## config.mk

```make
export PLATFORM = sky130hd
export DESIGN_NAME = polynomial_newton_root_refiner
export DESIGN_NICKNAME = d
export VERILOG_FILES = /design/src/design/pnr_pkg.sv /design/src/design/pnr_datapath.sv /design/src/design/pnr_ctrl.sv /design/src/design/polynomial_newton_root_refiner.sv
export SDC_FILE = /design/constraint.sdc
export NUM_CORES = 2
export LEC_CHECK = 0
export BUFFER_PORTS_ARGS = -buffer_cell sky130_fd_sc_hd__buf_2
export CAP_MARGIN = 20
export CORE_MARGIN = 2
export CORE_UTILIZATION = 33
export DETAILED_ROUTE_END_ITERATION = 7
export HOLD_SLACK_MARGIN = 0.05
export PLACE_DENSITY = 0.59
export SETUP_SLACK_MARGIN = 0.3
export SLEW_MARGIN = 20
export SYNTH_ARGS = -nofsm -noshare
export SYNTH_HDL_FRONTEND = slang
export SYNTH_SLANG_ARGS = --single-unit
```

## constraint.sdc

```tcl
create_clock -name clk -period 19.22 [get_ports clk]
set_input_delay 2.883 -clock clk [delete_from_list [all_inputs] [get_ports clk]]
set_output_delay 2.883 -clock clk [all_outputs]
set_load 0.01 [all_outputs]
```

## src/design/pnr_pkg.sv

```systemverilog
// Package for the Newton root refiner: widths, types, saturation helpers.
// No dependencies.
package pnr_pkg;
  localparam int DefMaxDegree = 6;
  localparam int DefMaxSteps  = 64;
  localparam int NumCoeff     = 7;
  localparam int AddrW        = 5;

  localparam logic [1:0] STATUS_CONV  = 2'd0;
  localparam logic [1:0] STATUS_DZERO = 2'd1;
  localparam logic [1:0] STATUS_LIMIT = 2'd2;

  localparam logic [2:0] REG_TOL = 3'd7;

  // commands from controller to datapath
  typedef struct packed {
    logic load;       // take start_x
    logic horner_init; // acc <= 0 at the start of a Horner pass
    logic deriv;      // evaluating derivative
    logic mul;        // register acc*x
    logic acc_upd;    // acc <= sat(floor(prod)) + coeff
    logic save_p;
    logic save_dp;
    logic div_start;
    logic div_step;
    logic update_x;
  } pnr_cmd_t;

  typedef struct packed {
    logic dp_zero;
    logic div_done;
    logic conv;
  } pnr_sts_t;

  function automatic logic signed [31:0] sat32(input logic signed [63:0] v);
    logic signed [31:0] r;
    if (v > 64'sh7FFFFFFF) r = 32'sh7FFFFFFF;
    else if (v < -64'sh80000000) r = 32'sh80000000;
    else r = v[31:0];
    return r;
  endfunction
endpackage

```

## src/design/pnr_datapath.sv

```systemverilog
// Datapath: x register, Horner multiply/accumulate, restoring divider.
// Uses pnr_pkg.
module pnr_datapath (
  input  logic                clk,
  input  logic signed [31:0]  start_x,
  input  logic signed [15:0]  coeffs [pnr_pkg::NumCoeff],
  input  logic [16:0]         tolerance,
  input  logic [2:0]          coeff_idx,
  input  pnr_pkg::pnr_cmd_t   cmd,
  output pnr_pkg::pnr_sts_t   sts,
  output logic signed [31:0]  x
);
  logic signed [31:0] acc, p, dp;
  logic signed [63:0] prod;
  logic signed [31:0] cval;
  logic signed [31:0] xn;
  // divider: |p|*65536 (48 bits) / |dp|
  logic [47:0] dvd;
  logic [31:0] dvs;
  logic [48:0] rem;
  logic [47:0] quo;
  logic        neg;
  logic [5:0]  dcnt;
  logic [48:0] trial;
  logic signed [49:0] qs;
  logic signed [32:0] diff;
  logic [32:0] adiff;

  // coefficient (times its index for p'), scaled to Q16.16 and saturated
  always_comb begin
    logic signed [19:0] cm;
    cm = 20'(coeffs[coeff_idx])
       * (cmd.deriv ? 20'($signed({1'b0, coeff_idx})) : 20'sd1);
    cval = pnr_pkg::sat32(64'(cm) <<< 16);
  end

  assign trial = {rem[47:0], dvd[47]} - {17'd0, dvs};
  assign qs = neg ? -$signed({2'b0, quo}) : $signed({2'b0, quo});
  assign xn = pnr_pkg::sat32(64'(x) - 64'(pnr_pkg::sat32(64'(qs))));
  assign diff = 33'(xn) - 33'(x);
  assign adiff = diff[32] ? 33'(-diff) : 33'(diff);

  always_ff @(posedge clk) begin
    if (cmd.load) x <= start_x;
    if (cmd.horner_init) acc <= '0;
    if (cmd.mul) prod <= 64'(acc) * 64'(x);
    if (cmd.acc_upd)
      acc <= pnr_pkg::sat32(64'(pnr_pkg::sat32(prod >>> 16)) + 64'(cval));
    if (cmd.save_p) p <= acc;
    if (cmd.save_dp) dp <= acc;
    if (cmd.div_start) begin
      dvd  <= {(p[31] ? 32'(-p) : 32'(p)), 16'd0};
      dvs  <= dp[31] ? 32'(-dp) : 32'(dp);
      neg  <= p[31] ^ dp[31];
      rem  <= '0;
      quo  <= '0;
      dcnt <= '0;
    end else if (cmd.div_step) begin
      if (!trial[48]) begin
        rem <= trial;
        quo <= {quo[46:0], 1'b1};
      end else begin
        rem <= {rem[47:0], dvd[47]};
        quo <= {quo[46:0], 1'b0};
      end
      dvd  <= {dvd[46:0], 1'b0};
      dcnt <= dcnt + 6'd1;
    end
    if (cmd.update_x) x <= xn;
  end

  assign sts.dp_zero  = (dp == 32'sd0);
  assign sts.div_done = (dcnt == 6'd48);
  assign sts.conv     = (adiff <= 33'(tolerance));
endmodule

```

## src/design/pnr_ctrl.sv

```systemverilog
// Controller state machine: sequences Horner passes, division and the result.
// Uses pnr_pkg.
module pnr_ctrl #(
  parameter int MAX_DEGREE = pnr_pkg::DefMaxDegree,
  parameter int MAX_STEPS  = pnr_pkg::DefMaxSteps
) (
  input  logic              clk,
  input  logic              rst,
  input  logic              in_valid,
  output logic              in_stall,
  output logic              out_valid,
  input  logic              out_stall,
  input  pnr_pkg::pnr_sts_t sts,
  output pnr_pkg::pnr_cmd_t cmd,
  output logic [2:0]        coeff_idx,
  output logic [1:0]        status,
  output logic [6:0]        steps_used
);
  typedef enum logic [6:0] {
    S_IDLE = 7'b0000001, S_INIT = 7'b0000010, S_MUL = 7'b0000100,
    S_ACC  = 7'b0001000, S_DIV0 = 7'b0010000, S_DIV = 7'b0100000,
    S_UPD  = 7'b1000000
  } state_t;
  localparam int SW = $clog2(MAX_STEPS + 1);
  state_t state, state_next;
  logic deriv;
  logic [2:0] idx;
  logic [SW-1:0] steps;
  logic busy;
  logic div_first;
  logic last_step;

  assign in_stall  = busy || out_valid;
  assign coeff_idx = idx;
  assign last_step = (SW'(steps + 1'b1) == SW'(MAX_STEPS));

  always_comb begin
    cmd = '0;
    state_next = state;
    cmd.deriv = deriv;
    unique case (state)
      S_IDLE: if (in_valid && !in_stall) begin
        cmd.load = 1'b1; state_next = S_INIT;
      end
      S_INIT: begin cmd.horner_init = 1'b1; state_next = S_MUL; end
      S_MUL:  begin cmd.mul = 1'b1; state_next = S_ACC; end
      S_ACC: begin
        cmd.acc_upd = 1'b1;
        state_next = (idx == (deriv ? 3'd1 : 3'd0)) ? S_DIV0 : S_MUL;
      end
      S_DIV0: begin
        if (!deriv) begin
          cmd.save_p = 1'b1; state_next = S_INIT;
        end else begin
          cmd.save_dp = 1'b1; state_next = S_DIV;
        end
      end
      // first cycle loads the divider from the saved p and p', unless p' is zero
      S_DIV: begin
        if (sts.dp_zero) state_next = S_IDLE;
        else if (div_first) cmd.div_start = 1'b1;
        else if (sts.div_done) state_next = S_UPD;
        else cmd.div_step = 1'b1;
      end
      S_UPD: begin
        cmd.update_x = 1'b1;
        state_next = (sts.conv || last_step) ? S_IDLE : S_INIT;
      end
      default: state_next = S_IDLE;
    endcase
  end

  always_ff @(posedge clk) begin
    if (rst) begin
      state <= S_IDLE; busy <= 1'b0; out_valid <= 1'b0;
      deriv <= 1'b0; idx <= 3'd0; steps <= '0; div_first <= 1'b0;
      status <= '0; steps_used <= '0;
    end else begin
      state <= state_next;
      if (out_valid && !out_stall) out_valid <= 1'b0;
      if (cmd.load) begin busy <= 1'b1; deriv <= 1'b0; steps <= '0; end
      if (state == S_INIT) idx <= 3'(MAX_DEGREE);
      if (cmd.acc_upd && state_next == S_MUL) idx <= idx - 3'd1;
      if (cmd.save_p) deriv <= 1'b1;
      if (cmd.save_dp) begin deriv <= 1'b0; div_first <= 1'b1; end
      if (state == S_DIV) div_first <= 1'b0;
      if (state == S_DIV && sts.dp_zero) begin
        busy <= 1'b0; out_valid <= 1'b1; status <= pnr_pkg::STATUS_DZERO;
        steps_used <= (32'(steps) > 127) ? 7'd127 : 7'(steps);
      end
      if (cmd.update_x) begin
        steps <= steps + 1'b1;
        if (sts.conv || last_step) begin
          busy <= 1'b0; out_valid <= 1'b1;
          status <= sts.conv ? pnr_pkg::STATUS_CONV : pnr_pkg::STATUS_LIMIT;
          steps_used <= (32'(steps) + 1 > 127) ? 7'd127 : 7'(steps + 1'b1);
        end
      end
    end
  end
endmodule

```

## src/design/polynomial_newton_root_refiner.sv

```systemverilog
// Top level: APB registers, pnr_ctrl and pnr_datapath; uses pnr_pkg.
// Newton step: Horner pass for p, Horner pass for p', divider load + 48 shifts + finish,
// then x update; the divider sets the step length. Result valid after at most MAX_STEPS
// Newton steps; a zero derivative ends its step before the division. One item at a
// time: the next input is taken only once the result has been accepted.
// Sync reset clears control state, coefficients to 0 and tolerance to 1.
module polynomial_newton_root_refiner #(
  parameter int MAX_DEGREE = pnr_pkg::DefMaxDegree,
  parameter int MAX_STEPS  = pnr_pkg::DefMaxSteps
) (
  input  logic                      clk,
  input  logic                      rst,
  input  logic                      psel,
  input  logic                      penable,
  input  logic                      pwrite,
  input  logic [pnr_pkg::AddrW-1:0] paddr,
  input  logic [31:0]               pwdata,
  output logic [31:0]               prdata,
  output logic                      pready,
  input  logic                      in_valid,
  output logic                      in_stall,
  input  logic signed [31:0]        start_x,
  output logic                      out_valid,
  input  logic                      out_stall,
  output logic signed [31:0]        root_x,
  output logic [1:0]                status,
  output logic [6:0]                steps_used
);
  logic signed [15:0] coeffs [pnr_pkg::NumCoeff];
  logic [16:0] tolerance;
  logic [2:0] ridx;
  pnr_pkg::pnr_cmd_t cmd;
  pnr_pkg::pnr_sts_t sts;
  logic [2:0] coeff_idx;
  logic [1:0] st_q;
  logic signed [31:0] x;

  assign pready = 1'b1;
  assign ridx = paddr[4:2];

  // register file: coefficients then tolerance
  always_ff @(posedge clk) begin
    if (rst) begin
      for (int i = 0; i < pnr_pkg::NumCoeff; i++) coeffs[i] <= '0;
      tolerance <= 17'd1;
    end else if (psel && penable && pwrite) begin
      if (ridx == pnr_pkg::REG_TOL) tolerance <= pwdata[16:0];
      else coeffs[ridx] <= pwdata[15:0];
    end
  end

  always_comb begin
    if (ridx == pnr_pkg::REG_TOL) prdata = {15'd0, tolerance};
    else prdata = 32'(coeffs[ridx]);
  end

  pnr_ctrl #(.MAX_DEGREE(MAX_DEGREE), .MAX_STEPS(MAX_STEPS)) u_ctrl (
    .clk, .rst, .in_valid, .in_stall, .out_valid, .out_stall,
    .sts, .cmd, .coeff_idx, .status(st_q), .steps_used
  );

  // division starts in the cycle after dp is saved; dp_zero checked then
  pnr_datapath u_dp (
    .clk, .start_x, .coeffs, .tolerance, .coeff_idx, .cmd, .sts, .x
  );

  assign root_x = x;
  assign status = st_q;
endmodule

```

==> out/metrics.cfg <==
[worst_hold_path]
min_path_type = flip-flop to flip-flop
min_from = tolerance[16]
min_to = tolerance[16]
whs_path_depth = 2

[sta]
max_freq_ghz = 0.0697
final_max_slew_viol_count = 0
timing.final.crit_share_pct = 74.6
rsz0062_at_grt = no
skew_ns = 0.0698
finalHoldViolCount = 0
setup_viol = 0
tightest_slew_ns = 1.23
relSlewSlack_pct = 17.4
min_period_ns = 14.34
finalSetupTns_ns = 0

[critical_path]
critPathLaunchType = flip-flop
cp_max_fo = 31
critPathRequiredTime_ns = 19.78
rrSetupSlack_ns = 4.88
r2r.worst_path.cells = 49
rr_endpoint = u_ctrl.steps_used[4]
worstReg2RegStart = u_dp.quo[9]
critPathMaxStageDelay_ns = 0.72
path_class = flip-flop to flip-flop
crit_path_end_kind = flip-flop
arrival_ns = 14.90
cp_slowest_cell = nor2b_1

[logic_synthesis]
synth_top_area_share_pct = 32.0
muxShareOfSynthArea_pct = 2.21
ys_types = 97
synth-edff-count = 241
synth_warnings = 0
synth_seq_area_share_pct = 18.1
syn_area_sq_mm = 0.0688
postSynthCellCount = 7808
synth_top_family_by_area = adder cells
synth_nets = 9358
synthFlopType = dfxtp_1
synthAdderAreaFrac_pct = 39.0
async_flop_share_pct = 0
synth_compound_area_share_pct = 10.8
synth_top_cell_by_area = fa_1
synth_area_leaders = fa_1, edfxtp_1, dfxtp_1
syn_avg_cell_area_sq_um = 8.81
synth_seq_cells = 502
yosys.area_share.simple_pct = 16.3
synthXorXnorAreaFrac_pct = 3.90

[flow_run]
drv_cap = 0

[die]
die-area_sq_mm = 0.212
die_y_microns = 461
start_util_pct = 33.2
io_pins = 152
num_rows = 167
die_x_microns = 461
coreArea_sq_mm = 0.207

[layout]
nets = 9225
area_delta_synth_final_pct = 7.84
layout-drive-gt1-share_pct = 6.17

[clocking]
postCtsSetupBuffers = 0
path_clk_slew_ns = 0.06
cts_sinks = 502
insertion_delay_ns = 0.71
cts_max_path_buffers = 3
cts_hold_buf = 0
root_buffer = clkbuf_16
cts_resized = 0
htree_num_levels = 2
cts_tree = built
cts_buffers = 59

[placed_design]
port_buffers = 133
gp_congestion = 0.879
hpwl_microns = 145000

[route]
routedWlPerCell_microns = 18.6
drt-vias-per-instance = 5.10
ant_nets = 0
wirelength_microns = 195000
dr.pass1.iters = 6
drt_iter0_drc = 3875
num_vias = 53600
drc = 0

[global_route]
grt_max_degree = 93
first_global_vias = 55300
grt_first_pass_wirelength_microns = 315000
grt_usage_pct = 18.8
overflow = 0
grt_antenna_before_repair = 10

[outcome]
status = completed

## worst max path at each step
| stage | start | endpoint | slack (ns) | cells past startpoint |
|---|---|---|---|---|
| after floorplan | u_dp.quo[9] | u_ctrl.steps_used[0] | 6.85 | 57 |
| after global routing | u_dp.quo[9] | u_ctrl.steps_used[4] | 3.84 | 48 |
| final | u_dp.quo[9] | u_ctrl.steps_used[4] | 4.88 | 49 |
| after global placement | u_dp.quo[9] | u_ctrl.steps_used[1] | 5.09 | 51 |
| after detailed placement | u_dp.quo[9] | u_ctrl.steps_used[0] | 5.04 | 49 |
| after CTS | u_dp.quo[9] | u_ctrl.steps_used[0] | 4.95 | 51 |
## registers in the layout (all words and copies together) (netlist names)
signal,cells
coeffs,112
u_dp.prod,48
u_dp.quo,48
u_dp.rem,48
u_dp.acc,32
u_dp.dp,32
u_dp.dvd,32
u_dp.dvs,32
u_dp.p,32
u_dp.x,32
tolerance,17
u_ctrl.state,7
u_ctrl.steps,7
u_ctrl.steps_used,7
u_dp.dcnt,6
u_ctrl.coeff_idx,3
u_ctrl.status,2
u_ctrl.busy,1
u_ctrl.deriv,1
u_ctrl.div_first,1
u_ctrl.out_valid,1
u_dp.neg,1
## routing by layer
layer	vias up	share of wire, %	GRT usage [%]	routed length (microns)
li1	24500	-	-	-
met1	27000	43	25.6	84900
met5	-	0.031	0	61
met4	10	3.1	5.72	6110
met2	1742	47	30.6	91100
met3	293	6.8	2.77	13300
## critical path, delay by kind of cell, from the launching register on
kind                       cells  cell delay (ns)
buffers and inverters          2             0.42
xor gates and xnor gates       1             0.13
AOI/OAI and AO/OA             21             5.26
adders and majority gates      5             1.39
DFF                            1             0.37
and+or+nand+nor               19             6.28
muxes                          1             0.31
## synth_stat cells (all sizes together) (32+ instances only)
master,n
nand2,1392
inv,1311
fa,1101
a21oi,418
clkbuf,382
ha,373
nor2,284
dfxtp,261
and2,260
o21ai,252
edfxtp,241
xnor2,173
xor2,133
a21o,101
nand3,96
nand2b,72
o31ai,63
nor3,62
o21a,62
mux2i,55
a22oi,48
buf,48
and3,44
mux2,42
nor2b,41
nand4,40
or3,39
or2,32
or4,32
## layout make-up
type	instances	area (sq um)
inverters	1312	4930
fillers	21100	133000
repair buffers	236	1470
diodes	5	12.5
clock inverters	33	378
flip-flops and latches	502	12500
multi-input cells	5564	49800
clock buffers	79	1650
well taps	2788	3490
## cells by family (layout without fill, tap and decap cells)
logic type	count (synthesis)	count (layout)
simple gates	2465	2465
other cells	1	6
compound gates	1190	1190
mux	119	119
xor+xnor	306	306
fa+ha+maj	1483	1483
flops	502	502
buf+inv	1742	1660
## through the flow
stage	setup WS, ns	area [sq um]	utilization, %	hold slack, ns	cells
finish	4.88	74200	35.8	0.456	10500
global route	3.84	74200	35.8	0.485	10500
CTS	4.95	74100	35.8	0.458	10500
detailed placement	5.04	72100	34.8	0.449	10400
global placement	5.09	72100	34.8	0.445	10400
floorplan	6.85	68800	-	0.434	7808
## cells in the final DEF (no fill, tap or decap), drive strengths merged, types with 22 or more instances in the layout
cell type	n
mux2	42
or2	32
buf	236
xor2	133
inv	1315
ha	373
a22oi	48
mux4	22
dfxtp	261
nand2	1392
nor2	284
mux2i	55
or4	32
o31ai	63
clkinv	22
o41ai	29
nor2b	41
o21ai	252
xnor2	173
o21a	62
nand2b	72
edfxtp	241
nand3	96
a21o	101
nor4	28
a211oi	26
and3	44
or3	39
nor3	62
fa	1101
nand4	40
clkbuf	79
a31oi	27
a21oi	418
o211ai	23
and2	260
Power is left out: the tool's default activity adds up to more than one toggle a clock period on the data nets, which glitch-free logic cannot reach.
